$ cat config.mk
export PLATFORM = sky130hd
export DESIGN_NAME = serial_display_lamp_port_interface
export DESIGN_NICKNAME = d
export VERILOG_FILES = /design/src/sv/sdlpi_pkg.sv /design/src/sv/serial_display_lamp_port_interface.sv
export SDC_FILE = /design/constraint.sdc
export NUM_CORES = 1
export LEC_CHECK = 0
export ABC_AREA = 1
export BUFFER_PORTS_ARGS = -buffer_cell sky130_fd_sc_hd__buf_2
export CORE_UTILIZATION = 50
export CTS_CLUSTER_SIZE = 16
export DETAILED_ROUTE_END_ITERATION = 16
export GPL_TIMING_DRIVEN = 0
export PLACE_DENSITY_LB_ADDON = 0.15
export SYNTH_ARGS = -nofsm -noshare
export SYNTH_HDL_FRONTEND = slang
export SYNTH_SLANG_ARGS = --single-unit
$ cat constraint.sdc
create_clock -name clk -period 5.55 [get_ports clk]
set_input_delay 0.2775 -clock clk [delete_from_list [all_inputs] [get_ports clk]]
set_output_delay 0.2775 -clock clk [all_outputs]
set_load 0.02 [all_outputs]
$ cat src/sv/sdlpi_pkg.sv
// Shared types, constants and bit-order helpers for the lamp and display port interface.
package sdlpi_pkg;

	typedef enum logic [1:0] {
		CMD_PORT_A = 2'd0,
		CMD_PORT_B = 2'd1,
		CMD_PORT_C = 2'd2,
		CMD_TICK   = 2'd3
	} cmd_t;

	localparam logic [7:0]  COLUMN_MASK   = 8'h3f;
	localparam logic [7:0]  SOLENOID_XOR  = 8'hc8;
	localparam logic [7:0]  FAULT_VALUE   = 8'h0a;
	localparam logic [7:0]  IRQ_BIT_MASK  = 8'h20;
	localparam logic [7:0]  LAMP4_MASK    = 8'h10;
	localparam logic [7:0]  LOW_NIBBLE    = 8'h0f;
	localparam int unsigned STROBE_BIT    = 12;
	localparam int unsigned LATCH_BITS    = 32;
	localparam int unsigned DISPLAY_BITS  = 16;

	function automatic logic [7:0] flip8(input logic [7:0] v);
		logic [7:0] r;
		for (int i = 0; i < 8; i++) begin
			r[i] = v[7-i];
		end
		return r;
	endfunction

	function automatic logic [3:0] flip4(input logic [3:0] v);
		return {v[0], v[1], v[2], v[3]};
	endfunction

endpackage

$ cat src/sv/serial_display_lamp_port_interface.sv
// Top level of the output-board port interface: input stage, port decode and result register.
//
// Usage: one transaction on the input channel carries a command (port A, B or C write,
// or frame tick) and a data byte. Every input transaction yields exactly one result
// transaction on the output channel, in order.
// Port A picks the switch column and clears the bit counter; port B sets the solenoid
// byte; port C shifts one inverted bit into the 32-bit latch and, once enough bits are
// in, reports four display digits (columns 1 and 2) or four lamp rows (column 3).
// The input register feeds the decode logic, which loads the result register once the
// item advances, and the result register drives the output port.
// Throughput: one transaction per cycle while the receiver does not stall, set by the single
// decode/update stage that reads and writes the state registers in the same cycle.
// Reset (arst_n low) clears all state and the valid flags of the input stage and the output;
// after release in_stall is low, so the block accepts a transaction.
// When the receiver stalls, the result register holds; the input register still takes
// one more transaction, after which in_stall rises until the output moves on.
// in_stall depends combinationally on out_stall.
module serial_display_lamp_port_interface
	import sdlpi_pkg::*;
(
	input  logic        clk,
	input  logic        arst_n,
	input  logic        in_valid,
	output logic        in_stall,
	input  logic [1:0]  command,
	input  logic [7:0]  data,
	output logic        out_valid,
	input  logic        out_stall,
	output logic [2:0]  switch_column,
	output logic [7:0]  solenoid_bits,
	output logic        display_valid,
	output logic [3:0]  display_slot,
	output logic [15:0] display_digits,
	output logic        lamp_valid,
	output logic [31:0] lamp_rows,
	output logic [7:0]  lamp_row_four,
	output logic        fault_flag,
	output logic        timer_interrupt
);

	// input stage
	logic       valid_s1;
	cmd_t       cmd_s1;
	logic [7:0] data_s1;

	// block state
	logic [2:0]  column_select_q;
	logic [5:0]  bit_count_q;
	logic [31:0] shift_latch_q;
	logic [7:0]  prev_port_c_q;
	logic [1:0]  tick_count_q;
	logic [7:0]  extra_lamp_q;
	logic [7:0]  solenoid_q;
	logic        irq_q;

	// result register
	logic        out_valid_q;
	logic        disp_valid_q;
	logic [3:0]  disp_slot_q;
	logic [15:0] disp_digits_q;
	logic        lamp_valid_q;
	logic [31:0] lamp_rows_q;
	logic        fault_q;

	// next-state and result logic
	logic [2:0]  column_select_d;
	logic [5:0]  bit_count_d;
	logic [31:0] shift_latch_d;
	logic [7:0]  prev_port_c_d;
	logic [1:0]  tick_count_d;
	logic [7:0]  extra_lamp_d;
	logic [7:0]  solenoid_d;
	logic        irq_d;
	logic        disp_valid_d;
	logic [3:0]  disp_slot_d;
	logic [15:0] disp_digits_d;
	logic        lamp_valid_d;
	logic [31:0] lamp_rows_d;
	logic        fault_d;
	logic [1:0]  port_c_col;
	logic [7:0]  col_bits;

	logic advance;
	logic in_accept;

	// The item in the input stage moves on whenever the result register is free or leaving.
	assign advance   = valid_s1 && (!out_valid_q || !out_stall);
	assign in_stall  = valid_s1 && !advance;
	assign in_accept = in_valid && !in_stall;

	always_comb begin
		column_select_d = column_select_q;
		bit_count_d     = bit_count_q;
		shift_latch_d   = shift_latch_q;
		prev_port_c_d   = prev_port_c_q;
		tick_count_d    = tick_count_q;
		extra_lamp_d    = extra_lamp_q;
		solenoid_d      = solenoid_q;
		irq_d           = irq_q;
		disp_valid_d    = 1'b0;
		disp_slot_d     = '0;
		disp_digits_d   = '0;
		lamp_valid_d    = 1'b0;
		lamp_rows_d     = '0;
		fault_d         = 1'b0;
		port_c_col      = 2'd0;
		col_bits        = COLUMN_MASK & ~data_s1;

		case (cmd_s1)
			CMD_PORT_A: begin
				bit_count_d = '0;
				// lowest active-low column bit wins
				column_select_d = 3'd0;
				for (int i = 5; i >= 0; i--) begin
					if (col_bits[i]) begin
						column_select_d = 3'(i + 1);
					end
				end
				if ((data_s1 & LOW_NIBBLE) == 8'h00) begin
					extra_lamp_d[7] = data_s1[7];
				end
				fault_d = (data_s1 == FAULT_VALUE);
			end
			CMD_PORT_B: begin
				solenoid_d = flip8(data_s1 ^ SOLENOID_XOR);
			end
			CMD_PORT_C: begin
				if (!data_s1[1]) begin
					port_c_col = 2'd1;
				end else if (!data_s1[2]) begin
					port_c_col = 2'd2;
				end else if (!data_s1[3]) begin
					port_c_col = 2'd3;
				end
				if (port_c_col != 2'd0) begin
					// counter saturates at 32; a full counter writes nothing
					if (!bit_count_q[5]) begin
						shift_latch_d[bit_count_q[4:0]] = ~data_s1[0];
						bit_count_d = bit_count_q + 6'd1;
					end
					if (port_c_col != 2'd3) begin
						if (bit_count_d >= 6'(DISPLAY_BITS)) begin
							disp_valid_d = 1'b1;
							disp_slot_d  = {(port_c_col == 2'd1), 2'b00,
								shift_latch_d[STROBE_BIT]};
							for (int k = 0; k < 4; k++) begin
								disp_digits_d[4*k +: 4] = flip4(shift_latch_d[4*k +: 4]);
							end
						end
					end else if (bit_count_d >= 6'(LATCH_BITS)) begin
						lamp_valid_d = 1'b1;
						for (int k = 0; k < 4; k++) begin
							lamp_rows_d[8*k +: 8] = flip8(shift_latch_d[8*k +: 8]);
						end
					end
				end
				irq_d         = |(~prev_port_c_q & data_s1 & IRQ_BIT_MASK);
				prev_port_c_d = data_s1;
				if ((data_s1 & LAMP4_MASK) == 8'h00) begin
					tick_count_d    = 2'd0;
					extra_lamp_d[4] = 1'b1;
				end
			end
			CMD_TICK: begin
				tick_count_d = tick_count_q + 2'd1;
				if (tick_count_d == 2'd0) begin
					extra_lamp_d[4] = 1'b0;
				end
			end
			default: begin
			end
		endcase
	end

	// input register
	always_ff @(posedge clk or negedge arst_n) begin
		if (!arst_n) begin
			valid_s1 <= 1'b0;
		end else if (in_accept) begin
			valid_s1 <= 1'b1;
		end else if (advance) begin
			valid_s1 <= 1'b0;
		end
	end

	always_ff @(posedge clk) begin
		if (in_accept) begin
			cmd_s1  <= cmd_t'(command);
			data_s1 <= data;
		end
	end

	// state and result register, all loaded when the item advances
	always_ff @(posedge clk or negedge arst_n) begin
		if (!arst_n) begin
			column_select_q <= '0;
			bit_count_q     <= '0;
			shift_latch_q   <= '0;
			prev_port_c_q   <= '0;
			tick_count_q    <= '0;
			extra_lamp_q    <= '0;
			solenoid_q      <= '0;
			irq_q           <= 1'b0;
			out_valid_q     <= 1'b0;
		end else begin
			if (advance) begin
				column_select_q <= column_select_d;
				bit_count_q     <= bit_count_d;
				shift_latch_q   <= shift_latch_d;
				prev_port_c_q   <= prev_port_c_d;
				tick_count_q    <= tick_count_d;
				extra_lamp_q    <= extra_lamp_d;
				solenoid_q      <= solenoid_d;
				irq_q           <= irq_d;
				out_valid_q     <= 1'b1;
			end else if (!out_stall) begin
				out_valid_q <= 1'b0;
			end
		end
	end

	always_ff @(posedge clk) begin
		if (advance) begin
			disp_valid_q  <= disp_valid_d;
			disp_slot_q   <= disp_slot_d;
			disp_digits_q <= disp_digits_d;
			lamp_valid_q  <= lamp_valid_d;
			lamp_rows_q   <= lamp_rows_d;
			fault_q       <= fault_d;
		end
	end

	assign out_valid       = out_valid_q;
	assign switch_column   = column_select_q;
	assign solenoid_bits   = solenoid_q;
	assign display_valid   = disp_valid_q;
	assign display_slot    = disp_slot_q;
	assign display_digits  = disp_digits_q;
	assign lamp_valid      = lamp_valid_q;
	assign lamp_rows       = lamp_rows_q;
	assign lamp_row_four   = extra_lamp_q;
	assign fault_flag      = fault_q;
	assign timer_interrupt = irq_q;

endmodule

=== Yosys cells after proc, flatten, opt, wreduce, memory -nomap -nowiden ===
Index checks and enable logic that the tools add are counted.

* Word-level logic and storage cells: 103
* Output and inout bits: 77
* Bits of input ports: 14
* Flip-flop bits (word level): 127

* Multiplexer cells: 30
* Bitwise logic cells: 8
* Reduce and logical (&&, ||, !) cells: 29
* Order comparisons: 4
* $add $sub $neg: 2
* Equal/unequal tests: 10

{| class="wikitable"
|+ Operators with widths
! cell !! count
|-
| 32-bit bitwise mux || 1
|-
| 32-bit two-way mux || 1
|-
| 6-bit two-way mux || 4
|-
| 3-bit two-way mux || 6
|-
| 8-bit logical NOT || 2
|-
| 3-bit AND reduction || 5
|-
| 6-bit NOT || 2
|-
| 6-bit one-hot mux with 2 select lines || 1
|-
| 2-bit two-way mux || 5
|-
| 1-bit two-way mux || 9
|-
| 8-bit by 4-bit == test with 1-bit output, second input constant || 1
|-
| 2-bit != test, second input constant || 4
|-
| 4-bit AND reduction || 2
|-
| 2-bit nonzero test || 4
|-
| 6-bit by 1-bit adder with 6-bit output, second input constant || 1
|-
| 6-bit AND || 1
|-
| 6-bit by 5-bit >= comparator with 1-bit output, second input constant || 1
|-
| 6-bit >= comparator, second input constant || 1
|-
| 5-bit by 6-bit < comparator with 1-bit output, second input constant || 1
|-
| 2-bit AND reduction || 3
|-
| 1-bit demux with 5-bit select || 1
|-
| 5-bit by 1-bit >= comparator with 1-bit output, second input constant || 1
|-
| 2-bit by 1-bit == test with 1-bit output, second input constant || 2
|-
| 2-bit == test, second input constant || 2
|-
| other kinds (12) || 22
|}

=== Logic depth before layout (Yosys ltp) ===
Gate-level depths: netlist of run 1.

* Depth after elaboration: 10
* Mapped depth: 9
* Gate-level depth less buffers: 8

=== Least setup slack after synthesis of run 1 ===
Ideal clock, no wire load.

* Kind: register to register
* Start: register out_valid_q (netlist: out_valid)
* End: register extra_lamp_q[4] (netlist: lamp_row_four[4])
* Buffers on the path: 0
* Data arrival time: 2.202 ns
* Period minus slack after synthesis: 2.333 ns
* Setup time: 0.130 ns
* Required time: 5.420 ns
* Stages on the path, launching flop included: 7
* Slack: 3.217 ns
* Cells stage by stage: dfrtp_1 > nand2_1 > nand2_1 > inv_1 > o211ai_1 > nand2_1 > o21ai_0

* Longest elaborated chain between the ends: 4

{| class="wikitable"
|+ Ends and longest elaborated chain
! element !! line !! text
|-
| start: declaration || serial_display_lamp_port_interface.sv:57 || <nowiki>logic out_valid_q;</nowiki>
|-
| start signal: assignment || serial_display_lamp_port_interface.sv:204 || <nowiki>out_valid_q <= 1'b0;</nowiki>
|-
| start signal: assignment || serial_display_lamp_port_interface.sv:215 || <nowiki>out_valid_q <= 1'b1;</nowiki>
|-
| start signal: assignment || serial_display_lamp_port_interface.sv:217 || <nowiki>out_valid_q <= 1'b0;</nowiki>
|-
| 1-bit logical NOT || serial_display_lamp_port_interface.sv:87 || <nowiki>assign advance = valid_s1 && (!out_valid_q || !out_stall);</nowiki>
|-
| 1-bit logical OR || serial_display_lamp_port_interface.sv:87 ||
|-
| 1-bit logical AND || serial_display_lamp_port_interface.sv:87 ||
|-
| named net advance || serial_display_lamp_port_interface.sv:83 || <nowiki>logic advance;</nowiki>
|-
| 4-bit AND reduction (no source line) || -- ||
|-
| end signal: assignment || serial_display_lamp_port_interface.sv:212 || <nowiki>extra_lamp_q <= extra_lamp_d;</nowiki>
|-
| end: declaration || serial_display_lamp_port_interface.sv:52 || <nowiki>logic [7:0] extra_lamp_q;</nowiki>
|}

The timed path passes the listed nets, and every way through them passes these cells.
A chain may end at the register's enable or synchronous reset.

=== Worst setup path in the final report of run 1 ===
* Start: register bit_count_q[4]
* End: register lamp_rows_q[18] (netlist: lamp_rows[18]) (data pin)

* Longest elaborated chain between the ends: 7
* Elaborated cells on any way between the ends: 14
* Those cells by class: 1 x add/sub; 3 x order compare; 7 x mux; 1 x bitwise; 2 x reduce/logical

{| class="wikitable"
|+ Ends and longest elaborated chain
! element !! line !! text
|-
| start: declaration || serial_display_lamp_port_interface.sv:48 || <nowiki>logic [5:0] bit_count_q;</nowiki>
|-
| start signal: assignment || serial_display_lamp_port_interface.sv:208 || <nowiki>bit_count_q <= bit_count_d;</nowiki>
|-
| 6-bit by 1-bit adder with 6-bit output || serial_display_lamp_port_interface.sv:139 || <nowiki>bit_count_d = bit_count_q + 6'd1;</nowiki>
|-
| 6-bit two-way mux || serial_display_lamp_port_interface.sv:137 || <nowiki>if (!bit_count_q[5]) begin</nowiki>
|-
| 6-bit two-way mux || serial_display_lamp_port_interface.sv:135 || <nowiki>if (port_c_col != 2'd0) begin</nowiki>
|-
| 6-bit two-way mux || serial_display_lamp_port_interface.sv:109 || <nowiki>case (cmd_s1)</nowiki>
|-
| 6-bit >= comparator || serial_display_lamp_port_interface.sv:150 || <nowiki>end else if (bit_count_d >= 6'(LATCH_BITS)) begin</nowiki>
|-
| 1-bit NOT (no source line) || -- ||
|-
| 4-bit OR reduction (no source line) || -- ||
|-
| end signal: assignment || serial_display_lamp_port_interface.sv:228 || <nowiki>lamp_rows_q <= lamp_rows_d;</nowiki>
|-
| end: declaration || serial_display_lamp_port_interface.sv:62 || <nowiki>logic [31:0] lamp_rows_q;</nowiki>
|}

Several ways; a longest one is shown, not always the timed one. The select of a mux whose other input is x is not followed.

==> impl_metrics.toml, run 1 <==
[power_and_ir_drop]
power_mw = 2.752
power_density_mw_per_mm2 = 408.9
vdd_drop_max_v = 0.0002060
power_leakage_nw = 3.132

[setup_path]
start_kind = "flop"
worstSetupPathType = "flop to flop"
arrival_ps = 2220
crit_path_end_kind = "flop"
ff2ff_setup_slack_ps = 3600
critPathMaxFanout = 10
cp.required_ps = 5820
r2r-start = "bit_count_q[4]$_DFFE_PN0P_"
reg2reg_depth = 6
r2r_end = "lamp_rows[18]$_SDFFCE_PP0P_"

[route]
drc_errors = 0
via_per_inst = 4.964
drt-wirelength-per-cell_um = 13.94
routed_wl_um = 11920
dr.pass1.iters = 6
ant_nets = 0
vias = 4244
drt-initial-drc-count = 241

[cts]
clk_path_buf_depth = 2
cts-resized-gates = 0
clk_latency_ps = 530
clk_pin_slew_ps = 60
cts_made_buffers = 17
cts_sinks = 119
cts-root-buf = "clkbuf_8"
cts_tree = "done"
h-tree-depth = 4

[sta]
min_period_ps = 1947
clock.fmax_mhz = 513.6
tns_ps = 0
rsz0062_at_grt = "false"
tightest_slew_ps = 765.1
hold_viol_final = 0
slew_viol_final = 0
max_slew_margin_pct = 49.00
fin_crit_sh_pct = 35.08
skew_ps = 12.95
finalSetupViolCount = 0
setup_ws_ps = 3603

[placement]
dpl.hpwl_um = 7866
gp_congestion = 0.8441
port_buffers = 82
preCtsSetupSlack_ps = 3611
dp_cells = 810

[synthesis]
ys_seq_area_share_pct = 61.39
synthSimpleGateAreaFrac_pct = 24.15
synth_edf_count = 62
synth_top_cell_area_share_pct = 34.76
synth_compound_area_share_pct = 5.536
syn_area_mm2 = 0.005356
yosys-top-cells-area = "edfxtp_1, dfrtp_1, nand2_1"
synth_top_family_by_area = "simple AND/OR/NAND/NOR gates"
synth_mux_area_share_pct = 0
ys_ff_latch = 119
synthAdderAreaFrac_pct = 1.168
synth_xor_area_share_pct = 0.1635
synth_area_leader_cell = "edfxtp_1"
syn_inst = 584
synthDistinctLibCells = 27
synthTopCellsByCount = "nand2_1, nor2_1, edfxtp_1"
yosysWarnings = 0
async_flop_share_pct = 47.90
synth.most_common_cell = "nand2_1"
yosys_most_used_dff = "edfxtp_1"
syn_area_per_cell_um2 = 9.172

[finish]
final_cells = 855
diodes = 0
fillers = 864
nNetsFinal = 725
area_growth_pct = 25.67
final_util_pct = 64.91
drive_gt1_share_pct = 21.56

[flow_run]
max_cap_violations = 0

[worst_hold_path]
hold_path.class = "input pin to async pin"

[floorplanning]
dieArea_mm2 = 0.01113
die_width_um = 105.5
top_level_ports = 91
die_h_um = 105.5
initial_core_util_pct = 51.65
core_mm2 = 0.01037
core.rowCount = 37

[global_route]
antenna_found_initial = 0
grt_usage_pct = 23.15
grt.overflow.total = 0
grt_pass1_wl_um = 19390
grt_max_degree = 58
grt_pass1_vias = 4052

[run_status]
status = "complete, no violations"
[logic make-up after synthesis]
group | count (synthesis)
DFF | 119
buffers and inverters | 89
and+or+nand+nor | 312
adders and majority gates | 5
other | 1
xor gates and xnor gates | 1
AOI/OAI and AO/OA | 57
[flip-flops by register name (all words and copies together) (netlist names), 2 cells and up]
name / count
lamp_rows: 32
shift_latch_q: 32
display_digits: 15
data_s1: 8
solenoid_bits: 8
bit_count_q: 6
switch_column: 3
cmd_s1: 2
display_slot: 2
lamp_row_four: 2
tick_count_q: 2
[worst max-delay path: stages, from the launching register on]
cell and delay (ps):
dfrtp_1 350, buf_4 170, nand2_1 90, nor2_1 80, o21ai_1 510, buf_2 380, nor2_1 110
[routing by layer]
| layer | vias up | global-route usage [%] | share of wire [%] | wire length (um) |
|---|---|---|---|---|
| li1 | 2113 | - | - | - |
| met1 | 1961 | 28.90 | 42 | 4991 |
| met2 | 150 | 38.06 | 50 | 5919 |
| met3 | 20 | 6.122 | 6.6 | 787 |
| met4 | 0 | 10.12 | 1.9 | 223 |
| met5 | - | 0 | 0 | 0 |
[what timing repair did]
item / CTS / global route
endpoints found under the hold margin: 12 / 57
buffers inserted: 0 / 0
hold buffers: 12 / 1
[power breakdown]
part / internal [mW] / leakage [nW] / switching, mW / total (mW)
Sequential: 1.06 / 1.36 / 0.0614 / 1.12
Combinational: 0.150 / 1.47 / 0.343 / 0.493
Clock: 0.763 / 0.295 / 0.376 / 1.14
[layout make-up]
| class | count | area [um2] | share of cell area [%] |
|---|---|---|---|
| clock buffers | 24 | 470.5 | 6.989 |
| plain buffers | 31 | 185.2 | 2.751 |
| well taps | 136 | 170.2 | 2.528 |
| multi-input cells | 383 | 1692 | 25.13 |
| inverters | 58 | 217.7 | 3.234 |
| clock inverters | 8 | 145.1 | 2.156 |
| repair buffers | 96 | 563.0 | 8.364 |
| flip-flops and latches | 119 | 3288 | 48.85 |
[layout by cell type (no fill, tap or decap)]
master	instances
a21oi_1	11
a31oi_1	1
buf_12	1
buf_2	97
buf_4	14
bufinv_16	4
clkbuf_1	6
clkbuf_16	16
clkbuf_8	4
clkinv_2	2
clkinvlp_4	2
conb_1	8
dfrtp_1	57
dlygate4sd3_1	13
edfxtp_1	62
ha_1	5
inv_1	53
inv_2	5
nand2_1	171
nand2_2	2
nand3_1	46
nand4_1	3
nor2_1	76
nor2_2	2
nor3_1	1
nor3_2	5
nor4_1	1
o211ai_1	1
o21ai_0	25
o21ai_1	16
o21bai_1	3
or2_1	4
or2_2	1
xor2_1	1
[metrics by stage]
stage	hold WS (ps)	area (um2)
6_report	358.8	6731
4_1_cts	106.9	6719
2_1_floorplan	-18.09	5383
3_5_place_dp	455.6	5983
3_3_place_gp	447.3	5963
5_1_grt	441.1	6731
[how the worst max path moves through the flow]
stage                                    to                       start  slack [ps]
5_1_grt        lamp_row_four[4]$_DFFE_PN0P_                   out_stall        3380
3_3_place_gp    tick_count_q[1]$_DFFE_PN0P_                   out_stall        2720
4_1_cts         tick_count_q[1]$_DFFE_PN0P_       out_valid$_DFFE_PN0P_        3620
6_report        lamp_rows[18]$_SDFFCE_PP0P_  bit_count_q[4]$_DFFE_PN0P_        3600
2_1_floorplan  lamp_row_four[4]$_DFFE_PN0P_       out_valid$_DFFE_PN0P_        3220
3_5_place_dp    tick_count_q[1]$_DFFE_PN0P_                   out_stall        3610
Note: power is estimated with default switching activity, not from simulation.
==> run 2, diff against run 1 <==
==> constraint.sdc (replaced) <==
create_clock -name clk -period 1.8 [get_ports clk]
set_input_delay 0.09 -clock clk [delete_from_list [all_inputs] [get_ports clk]]
set_output_delay 0.09 -clock clk [all_outputs]
set_load 0.02 [all_outputs]
==> impl_metrics.toml, run 2 (synthesized netlist as in run 1, its figures left out) <==
[setup_path]
cp_num_buf_inv = 2
ff2ff_setup_slack_ps = 90
worstSetupPathType = "flop to flop"
startpoint = "bit_count_q[4]$_DFFE_PN0P_"
crit_slowest_cell = "dfrtp_1"
arrival_ps = 1980
r2r-start = "bit_count_q[4]$_DFFE_PN0P_"
critPathMostFrequentCell = "nor2_1"
crit_chain = "buf_4 > nand2_1 > nor2_1 > o21ai_2 > buf_2 > nor2_1"
r2r_end = "lamp_rows[18]$_SDFFCE_PP0P_"
reg2reg_depth = 6
crit_path_end_kind = "flop"
critPathMaxFanout = 10
start_kind = "flop"
cp.required_ps = 2080
critical-path-max-stage-delay_ps = 350
path_delay_family = "buffers and inverters"

[global_route]
grt_usage_pct = 24.38
grt_max_degree = 58
antenna_found_initial = 0
grt_pass1_wl_um = 20380
grt.overflow.total = 0
grt_pass1_vias = 4437

[floorplanning]
core_mm2 = 0.01037
core.rowCount = 37
top_level_ports = 91
dieArea_mm2 = 0.01113
die_width_um = 105.5
die_h_um = 105.5
initial_core_util_pct = 51.65

[cts]
cts_made_buffers = 17
h-tree-depth = 4
clk_pin_slew_ps = 60
cts_sinks = 119
cts-root-buf = "clkbuf_8"
clk_latency_ps = 530
cts_tree = "done"
clk_path_buf_depth = 2

[route]
via_per_inst = 5.077
drt-initial-drc-count = 199
vias = 4371
ant_nets = 0
dr.pass1.iters = 5
drc_errors = 0
drt-wirelength-per-cell_um = 14.63
routed_wl_um = 12600

[sta]
hold_viol_final = 0
slew_viol_final = 0
tightest_slew_ps = 779.0
min_period_ps = 1708
skew_ps = 8.778
finalSetupViolCount = 0
fin_crit_sh_pct = 94.91
max_slew_margin_pct = 48.07
timing.hold.ws_ps = 168.7
clock.fmax_mhz = 585.3

[placement]
gp_congestion = 0.8328
dpl-instance-area_mm2 = 0.005981
dp_cells = 809
port_buffers = 82
dpl.hpwl_um = 7767

[run_status]
status = "complete, no violations"

[finish]
diodes = 0
final_common_cell = "nand2_1"
fin_area_mm2 = 0.006766
nNetsFinal = 731
area_growth_pct = 26.33
final_cells = 861
drive_gt1_share_pct = 23.03
final_cell_mix = "nand2_1, buf_2, nor2_1, edfxtp_1, dfrtp_1"

[power_and_ir_drop]
power_leakage_nw = 3.133
power_density_mw_per_mm2 = 1206
vdd_drop_max_v = 0.0006351
power_mw = 8.158

[worst_hold_path]
hold_path.class = "input pin to async pin"

[flow_run]
max_cap_violations = 0
-- run 2: cell types whose count changed in the layout (fill, tap and decap cells not counted), sizes merged --
| cell | delta |
|---|---|
| dlygate4sd3 | +1 |
| clkbuf | +5 |
| buf | -1 |
| clkinv | +2 |
| bufinv | -2 |
| clkinvlp | +2 |
| inv | -1 |
-- run 2: routing by layer --
metal / vias to the layer above / wire (um) / global-route usage [%]
li1: 2124 / - / -
met2: 156 / 6400 / 42.48
met5: - / 0 / 0
met3: 25 / 756 / 8.472
met4: 0 / 267 / 8.730
met1: 2066 / 5176 / 27.74
-- run 2: final cells by class --
cell class / count / area (um2)
plain buffers: 31 / 203.9
clock buffers: 26 / 467.9
clock inverters: 6 / 78.83
fillers: 850 / 3603
inverters: 58 / 221.5
multi-input cells: 383 / 1737
flip-flops and latches: 119 / 3289
well taps: 136 / 170.2
repair buffers: 99 / 575.6
repair inverters: 3 / 22.52
-- run 2: worst max-delay path by stage --
stage | endpoint | slack [ps] | cells past startpoint
global placement | lamp_row_four[4]$_DFFE_PN0P_ | -310 | 5
CTS | display_slot[0]$_SDFFCE_PN0P_ | 6 | 8
global route | lamp_rows[6]$_SDFFCE_PP0P_ | -5 | 8
floorplan | lamp_row_four[4]$_DFFE_PN0P_ | -30 | 5
finish | lamp_rows[18]$_SDFFCE_PP0P_ | 90 | 6
detailed placement | lamp_row_four[4]$_DFFE_PN0P_ | -450 | 5
-- run 2: report_power, final --
part / switching (mW) / total [mW] / internal (mW)
registers: 0.188 / 3.45 / 3.26
clock network: 1.10 / 3.13 / 2.03
logic: 1.10 / 1.57 / 0.478
total: 2.39 / 8.16 / 5.77
-- run 2: timing repair --
item	CTS	global route
endpoints found under the setup margin	97	42
gates resized for setup	4	20
cloned	1	2
hold buffers	14	0
pin swaps	0	3
hold endpoints to repair	69	0
setup buffers	0	3
-- run 2: stage by stage --
step / utilization [%] / TNS (ps) / worst slack (ps)
2_1_floorplan: - / -30.84 / -30.84
3_3_place_gp: 57.67 / -15570 / -309.2
3_5_place_dp: 57.67 / -23010 / -449.2
4_1_cts: 64.45 / 0 / 5.785
5_1_grt: 65.25 / -7.317 / -4.855
6_report: 65.25 / 0 / 91.58
==> run 3, diff against run 2 <==
--- a/config.mk
+++ b/config.mk
@@ -8,6 +8,7 @@
 export ABC_AREA = 1
 export BUFFER_PORTS_ARGS = -buffer_cell sky130_fd_sc_hd__buf_2
 export CORE_UTILIZATION = 50
+export CTS_CLUSTER_DIAMETER = 50
 export CTS_CLUSTER_SIZE = 16
 export DETAILED_ROUTE_END_ITERATION = 16
 export GPL_TIMING_DRIVEN = 0
==> constraint.sdc (replaced) <==
create_clock -name clk -period 1.8 [get_ports clk]
set_input_delay 0.18 -clock clk [delete_from_list [all_inputs] [get_ports clk]]
set_output_delay 0.18 -clock clk [all_outputs]
set_load 0.02 [all_outputs]
==> impl_metrics.toml, run 3 (synthesized netlist as in run 1, its figures left out) <==
[global_route]
met1_usage_pct = 27.88
grt_use_met2_pct = 41.96
grt_pass1_wl_um = 20260
gr-max-usage-layer = "met2"
met3_usage_pct = 8.411
grt_pass1_vias = 4397
antenna_found_initial = 0
grt_max_degree = 58
grt_usage_pct = 24.26
grt.overflow.total = 0

[flow_run]
max_cap_violations = 0

[floorplanning]
top_level_ports = 91
dieArea_mm2 = 0.01113
core.rowCount = 37
die_h_um = 105.5
initial_core_util_pct = 51.65
core_mm2 = 0.01037
die_width_um = 105.5

[setup_path]
cp.required_ps = 2070
critPathMaxFanout = 10
crit_slowest_cell = "dfrtp_1"
ff2ff_setup_slack_ps = 80
reg2reg_depth = 6
critical-path-max-stage-delay_ps = 360
cp.depth = 6
worstSetupPathType = "flop to flop"
path_delay_family = "buffers and inverters"
r2r-start = "bit_count_q[2]$_DFFE_PN0P_"
crit_path_end_kind = "flop"
r2r_end = "lamp_rows[18]$_SDFFCE_PP0P_"
startpoint = "bit_count_q[2]$_DFFE_PN0P_"
critPathMostFrequentCell = "nor2_1"
crit_chain = "buf_4 > nand3_1 > nor2_1 > o21ai_2 > buf_2 > nor2_1"
start_kind = "flop"
cp-endpoint = "lamp_rows[18]$_SDFFCE_PP0P_"
cp_num_buf_inv = 2
arrival_ps = 1990

[finish]
drive_gt1_share_pct = 23.07
nNetsFinal = 730
diodes = 0
fillers = 849
area_growth_pct = 26.14
final_util_pct = 65.15
final_common_cell = "nand2_1"
final_cell_mix = "nand2_1, buf_2, nor2_1, edfxtp_1, dfrtp_1"

[sta]
skew_ps = 9.533
slew_viol_final = 0
hold_viol_final = 0
max_slew_margin_pct = 48.28
finalSetupViolCount = 0
timing.hold.ws_ps = 260.0
clock.fmax_mhz = 583.0
tightest_slew_ps = 775.8
fin_crit_sh_pct = 95.30
min_period_ps = 1715

[cts]
cts_made_buffers = 17
clk_pin_slew_ps = 60
cts_sinks = 119
cts_tree = "done"
clk_latency_ps = 530
clk_path_buf_depth = 2
h-tree-depth = 4
cts-root-buf = "clkbuf_8"

[route]
ant_nets = 0
routed_wl_um = 12560
drt-initial-drc-count = 223
dr.pass1.iters = 5
vias = 4365
via_per_inst = 5.076
drt-wirelength-per-cell_um = 14.61
drc_errors = 0

[placement]
port_buffers = 82
dpl.hpwl_um = 7767
gp_congestion = 0.8328

[run_status]
status = "complete, no violations"

[power_and_ir_drop]
power_leakage_nw = 3.129
vdd_drop_max_v = 0.0006345
power_density_mw_per_mm2 = 1207

[worst_hold_path]
hold_path.class = "input pin to async pin"
run 3: cell types whose count changed in the layout (fill, tap and decap cells not counted), sizes merged:
cell,delta
dlygate4sd3,-1
run 3: what timing repair did:
action,CTS,global route
pin swaps,0,3
setup endpoints to repair,97,44
cloned,1,2
setup buffers,0,3
hold endpoints to repair,19,0
hold buffers,13,0
resized for setup,4,20
run 3: cell type report:
cell class	instances	area (um2)	area share, %
buffer	31	203.9	3.019
inverter	58	221.5	3.278
sequential	119	3289	48.69
multi-input combinational	383	1737	25.70
clock buffer	26	467.9	6.926
clock inverter	6	78.83	1.167
timing repair inverter	3	22.52	0.3333
tap	136	170.2	2.519
timing repair buffer	98	565.5	8.370
run 3: layer usage:
metal  vias up  wire [um]
met2       155       6298
met3        26        760
met5         -          0
met4         0        268
li1       2125          -
met1      2059       5236
run 3: how the worst min path moves through the flow:
stage | start | slack, ps | cells past startpoint | endpoint
after floorplan | arst_n | -120 | 0 | bit_count_q[0]$_DFFE_PN0P_
after global placement | data[3] | 360 | 1 | data_s1[3]$_DFFE_PP_
after detailed placement | data[3] | 360 | 1 | data_s1[3]$_DFFE_PP_
after CTS | data[1] | 330 | 2 | data_s1[1]$_DFFE_PP_
after global routing | arst_n | 320 | 2 | tick_count_q[0]$_DFFE_PN0P_
final | arst_n | 260 | 2 | solenoid_bits[6]$_DFFE_PN0P_
run 3: worst register-to-register path, delay by kind of cell (launching register included):
kind	cells	cell delay, ps
flops	1	360
buf+inv	2	510
simple gates	3	290
compound gates	1	310
run 3: per-stage QoR:
step	setup WS [ps]	instance area (um2)	TNS, ps	power (mW)	std cells
6_report	84.68	6756	0	8.158	860
5_1_grt	-4.855	6756	-9.003	8.541	860
4_1_cts	5.785	6674	0	8.142	855
3_5_place_dp	-449.2	5981	-23010	4.981	809
3_3_place_gp	-309.2	5981	-15570	4.924	809
2_1_floorplan	-30.84	5400	-30.84	4.486	591
run 3: power by group:
group	switching [mW]	leakage [nW]	internal (mW)	total (mW)
logic	1.09	1.50	0.474	1.57
clock network	1.11	0.269	2.03	3.14
registers	0.187	1.36	3.26	3.45
